$ cat src/sv/mcgh_pkg.sv
// Shared types and codes for the metric counter, gauge and histogram table.
// Used by mcgh_out_stage and metric_counter_gauge_histogram_table_top; no dependencies.
package mcgh_pkg;

    localparam logic [47:0] CNT_MAX   = 48'hFFFF_FFFF_FFFF;
    localparam logic [3:0]  INF_INDEX = 4'd8;

    typedef enum logic [1:0] {
        CMD_UPDATE = 2'd0,
        CMD_DEFINE = 2'd1,
        CMD_BOUND  = 2'd2,
        CMD_READ   = 2'd3
    } cmd_t;

    typedef enum logic [1:0] {
        KIND_UNUSED  = 2'd0,
        KIND_COUNTER = 2'd1,
        KIND_GAUGE   = 2'd2,
        KIND_HIST    = 2'd3
    } slot_kind_t;

    typedef enum logic [1:0] {
        ST_OK     = 2'd0,
        ST_UNUSED = 2'd1,
        ST_NOBKT  = 2'd2,
        ST_REJECT = 2'd3
    } status_t;

    typedef enum logic [2:0] {
        IK_ACK   = 3'd0,
        IK_VALUE = 3'd1,
        IK_BKT   = 3'd2,
        IK_SUM   = 3'd3,
        IK_COUNT = 3'd4
    } item_kind_t;

    typedef enum logic [3:0] {
        S_INIT, S_IDLE, S_LOOK, S_CLR, S_BCMP, S_SCAN, S_HITWR,
        S_RBKT, S_RINF, S_RSUM, S_RCNT, S_ACK, S_VAL
    } state_t;

    // One entry of the slot memory.
    typedef struct packed {
        logic [1:0]         kind;
        logic [3:0]         total;
        logic signed [63:0] value;
        logic [47:0]        count;
    } slot_t;

    // One result as handed to the output stage.
    typedef struct packed {
        logic [1:0]         status;
        logic [2:0]         item_kind;
        logic [3:0]         bidx;
        logic signed [63:0] data;
        logic               last;
    } result_t;

endpackage

$ cat src/sv/mcgh_out_stage.sv
// Output register of the statistics table: holds one result until the receiver takes it.
// Depends on mcgh_pkg for result_t.
module mcgh_out_stage (
    input  logic             aclk,
    input  logic             aresetn,
    input  logic             push,
    input  mcgh_pkg::result_t push_data,
    output logic             free,
    output logic             m_tvalid,
    input  logic             m_tready,
    output logic [71:0]      m_tdata,   // status[1:0], boundary_index[5:2], data[69:6], zero
    output logic [2:0]       m_tuser,   // item_kind[2:0]
    output logic             m_tlast
);
    import mcgh_pkg::*;

    logic    valid_reg;
    result_t data_reg;

    assign free = !valid_reg || m_tready;

    always_ff @(posedge aclk) begin
        if (!aresetn) begin
            valid_reg <= 1'b0;
        end else if (free) begin
            valid_reg <= push;
        end
    end

    always_ff @(posedge aclk) begin
        if (push && free) begin
            data_reg <= push_data;
        end
    end

    assign m_tvalid = valid_reg;
    assign m_tdata  = {2'b00, data_reg.data, data_reg.bidx, data_reg.status};
    assign m_tuser  = data_reg.item_kind;
    assign m_tlast  = data_reg.last;

endmodule

$ cat config.mk
export PLATFORM = sky130hd
export DESIGN_NAME = mcgh_out_stage
export DESIGN_NICKNAME = d
export VERILOG_FILES = /design/src/sv/mcgh_pkg.sv /design/src/sv/mcgh_out_stage.sv
export SDC_FILE = /design/constraint.sdc
export NUM_CORES = 1
export LEC_CHECK = 0
export ABC_AREA = 1
export ABC_CLOCK_PERIOD_IN_PS = 14500
export BUFFER_PORTS_ARGS = -buffer_cell sky130_fd_sc_hd__buf_2
export CAP_MARGIN = 40
export CORE_UTILIZATION = 37
export DETAILED_ROUTE_END_ITERATION = 16
export PLACE_DENSITY_LB_ADDON = 0.25
export SKIP_CTS_REPAIR_TIMING = 1
export SYNTH_ARGS = -nofsm -noshare
export SYNTH_HDL_FRONTEND = slang
export SYNTH_SLANG_ARGS = --single-unit
$ cat constraint.sdc
create_clock -name aclk -period 14.5 [get_ports aclk]
set_input_delay 2.175 -clock aclk [delete_from_list [all_inputs] [get_ports aclk]]
set_output_delay 2.175 -clock aclk [all_outputs]
set_load 0.01 [all_outputs]
## Yosys cells after proc, flatten, opt, wreduce, memory -nomap -nowiden

Index checks and enable logic that the tools add are counted.

| word-level totals | value |
|---|---|
| output and inout bits | 78 |
| register bits after elaboration | 75 |

| operators by class | value |
|---|---|
| reductions and logical operators | 3 |

Operator list:

| operator | number |
|---|---|
| logical AND 1 bit | 1 |
| zero test 1 bit | 1 |
| logical OR 1 bit | 1 |

## Logic depth before layout (Yosys ltp)

| logic depth | value |
|---|---|
| depth after elaboration | 3 |
| mapped depth | 3 |
| depth with buffers taken out | 3 |

## Least setup slack after synthesis

Ideal clock, no wire load.

| timing | value |
|---|---|
| kind | in2reg |
| from | input port push |
| to | register data_reg (netlist bit m_tdata[0]), enable pin |
| stages | 2 |
| path buffers | 0 |
| arrival | 5.817 ns |
| setup slack | 8.153 ns |
| cells stage by stage | inv_1 > a21oi_1 |

| between the ends | value |
|---|---|
| cells in the longest elaborated chain, start to end | 1 |

RTL lines:

| element | RTL line | text |
|---|---|---|
| start: declaration | mcgh_out_stage.sv:6 | `input logic push,` |
| logical AND 1 bit | mcgh_out_stage.sv:31 | `if (push && free) begin` |
| end signal: assignment | mcgh_out_stage.sv:32 | `data_reg <= push_data;` |
| end: declaration | mcgh_out_stage.sv:18 | `result_t data_reg;` |

Every way passes these cells.
A chain may end at the register's enable or synchronous reset.

## Final worst setup path

| timing | value |
|---|---|
| from | input port m_tready |
| to | output port free |

| between the ends | value |
|---|---|
| cells in the longest elaborated chain, start to end | 1 |

RTL lines:

| element | RTL line | text |
|---|---|---|
| start: declaration | mcgh_out_stage.sv:10 | `input logic m_tready,` |
| logical OR 1 bit | mcgh_out_stage.sv:20 | `assign free = !valid_reg \|\| m_tready;` |
| end: declaration | mcgh_out_stage.sv:8 | `output logic free,` |

Every way passes these cells.

==> impl_metrics.sql <==
INSERT INTO impl_metrics (metric_group, metric, value, unit) VALUES
('grt', 'antenna_violations_before_repair', '0', ''),
('sta', 'setup_total_negative_slack', '0', 'ps'),
('route', 'initial_drc_count', '43', ''),
('floorplan', 'core_area', '5960', 'µm²'),
('logic_synthesis', 'netlist_instances', '84', ''),
('route', 'postRouteAntennaNets', '0', ''),
('finish', 'layout-area-overhead-vs-synth', '49.1', '%'),
('logic_synthesis', 'synth-main-ff-cell', 'edfxtp_1', ''),
('sta', 'max_freq', '212', 'MHz'),
('floorplan', 'die_y', '80.7', 'µm'),
('logic_synthesis', 'ys_types', '9', ''),
('route', 'dr_total_vias', '1390', ''),
('logic_synthesis', 'post_synth_most_frequent_cells', 'edfxtp_1 (74), buf_4 (2), inv_1 (2)', ''),
('finish', 'final_util', '0.574', ''),
('logic_synthesis', 'post_synthesis_average_cell_area', '27.3', 'µm²'),
('power', 'p_leak', '1.49', 'nW'),
('grt', 'grt_first_pass_wirelength', '6300', 'µm'),
('power', 'p_per_area', '139', 'nW/µm²'),
('floorplan', 'initial_core_util', '0.385', ''),
('sta', 'timing.final.max_slew_violations', '0', ''),
('worst_setup_path', 'cp_data_arrival_time', '2550', 'ps'),
('sta', 'hold_slack', '535', 'ps'),
('floorplan', 'design.die.area', '6510', 'µm²'),
('logic_synthesis', 'synth_warn', '0', ''),
('worst_setup_path', 'worst_ep_required', '12320', 'ps'),
('worst_setup_path', 'path_class', 'input port to primary output', ''),
('clock_network', 'root_buffer', 'clkbuf_8', ''),
('logic_synthesis', 'mappedNetlistArea', '2290', 'µm²'),
('place', 'globalplace.congestion', '0.633', ''),
('sta', 'fin_crit_share', '0.326', ''),
('logic_synthesis', 'synthArstFlopShare', '0', ''),
('clock_network', 'h-tree-depth', '3', ''),
('grt', 'grt_overflow', '0', ''),
('sta', 'report.final.setup_viol', '0', ''),
('clock_network', 'clock_path_buffers', '2', ''),
('sta', 'finalCriticalPeriod', '4720', 'ps'),
('clock_network', 'tritoncts', 'built', ''),
('logic_synthesis', 'synth_edf_count', '74', ''),
('logic_synthesis', 'netlist.area_leader.share', '0.969', ''),
('clock_network', 'cts_made_buffers', '9', ''),
('logic_synthesis', 'synth_seq_area_share', '0.978', ''),
('logic_synthesis', 'leading_cell_type_by_number_of_instances_after_synthesis', 'edfxtp_1', ''),
('status', 'run_status', 'complete, no violations', ''),
('logic_synthesis', 'postSynthRegisterBits', '75', ''),
('floorplan', 'num_io_pins', '156', ''),
('run', 'maxCapViolCount', '0', ''),
('route', 'routed_via_count_divided_by_cell_count', '4.22', ''),
('route', 'detail_route.wl_per_cell', '14.0', 'µm'),
('grt', 'pin_count_of_the_biggest_net_entering_global_routing', '57', ''),
('finish', 'n_diodes', '0', ''),
('route', 'drc_errors', '0', ''),
('sta', 'finalClockSkew', '9.17', 'ps'),
('place', 'count_of_buffers_inserted_at_the_top_level_ports', '153', ''),
('clock_network', 'worst_skew_pair.late_latency', '330', 'ps'),
('min_path', 'holdCritPathClass', 'register to register', ''),
('floorplan', 'num_rows', '28', ''),
('logic_synthesis', 'yosys-top-cells-area', 'edfxtp_1 (97%), dfxtp_1 (0.87%), buf_4 (0.66%), a21oi_2 (0.38%), inv_1 (0.33%)', ''),
('worst_setup_path', 'worstSetupEndpointType', 'primary output', ''),
('clock_network', 'cts_num_sinks', '75', ''),
('route', 'routed_wl', '4590', 'µm'),
('logic_synthesis', 'synth.largest_area_cell', 'edfxtp_1', ''),
('worst_setup_path', 'critPathLaunchType', 'input port', ''),
('clock_network', 'clkSlewWorstSetupHoldPaths', '80', 'ps'),
('finish', 'final_net_count', '327', ''),
('grt', 'grt_usage', '0.141', ''),
('grt', 'first_global_vias', '1319', ''),
('power', 'peakVddDrop', '85.6', 'µV'),
('floorplan', 'die_width', '80.7', 'µm'),
('finish', 'post_route_cells_drive_above_1_share', '0.681', ''),
('sta', 'grt_setup_unrepaired', 'no', ''),
('sta', 'hold_viol', '0', ''),
('route', 'drtPass1Iterations', '6', ''),
('worst_setup_path', 'timing.critical_path.fanout_max', '2', '');
==> path summary, 6_finish.rpt <==
path,from,end,slack (ps),cells after the start
min,m_tvalid,m_tvalid,530,2
max,m_tready,free,9780,4
min reg2reg,m_tvalid,m_tvalid,530,2
max reg2reg,m_tvalid,m_tdata[9],13050,3
==> layout make-up <==
cell class                 instances  area, µm²
fill                             507       2540
sequential                        75       2240
timing repair buffer             155        801
clock buffer                      10        128
clock inverter                     6        104
tap                               75       93.8
multi-input combinational          5       38.8
inverter                           3       11.3
==> cell usage in the layout (no fill, tap or decap) <==
| cell | netlist | layout |
|---|---|---|
| edfxtp_1 | 74 | 74 |
| clkinv_2 | 0 | 2 |
| a21oi_4 | 0 | 1 |
| dfxtp_1 | 1 | 1 |
| a21oi_2 | 1 | 1 |
| buf_4 | 2 | 1 |
| conb_1 | 1 | 2 |
| inv_2 | 1 | 1 |
| buf_2 | 0 | 153 |
| clkbuf_8 | 0 | 9 |
| buf_16 | 0 | 1 |
| clkbuf_1 | 0 | 1 |
| bufinv_16 | 0 | 3 |
| nand2_2 | 1 | 1 |
| clkinv_1 | 0 | 1 |
| inv_1 | 2 | 2 |
==> state kept, by name, summed over array words and instances (netlist names) <==
| name | count |
|---|---|
| m_tdata | 70 |
| m_tlast | 1 |
| m_tuser | 3 |
| m_tvalid | 1 |
==> worst max-delay path: stages <==
cell and delay [ps]:
buf_2 100, inv_2 70, nand2_2 60, buf_2 140
==> stage by stage <==
stage          setup WS, ps  total power [mW]  area, µm²  cells
2_1_floorplan          8150             0.275       2300     85
3_3_place_gp           9780             0.295       3160    312
3_5_place_dp           9770             0.298       3190    313
4_1_cts                9770             0.481       3420    329
5_1_grt                9750             0.492       3420    329
6_report               9780             0.475       3420    329
==> report_power, final <==
group          total (mW)  leakage [nW]  internal [mW]  switching, mW
Combinational      0.0360         0.647         0.0165         0.0195
Sequential          0.256         0.724          0.253        0.00274
Clock               0.183         0.118          0.113         0.0700
==> routing by layer <==
layer  track usage  routed length (µm)  up-vias
met5             0                   0        -
met4        0.0964                  71        0
met3        0.0591                 565        8
met2         0.222                2270      102
met1         0.155                1690      624
li1              -                   -      656
==> cells by family (layout without fill, tap and decap cells) <==
group                  Yosys count  count (layout)  share of synthesized area
DFF                             75              75                      0.978
buffers and inverters            5             174                     0.0115
AOI/OAI and AO/OA                2               2                    0.00600
other                            1               2                    0.00164
and+or+nand+nor                  1               1                    0.00273
Note: power is estimated with default switching activity, not from simulation.
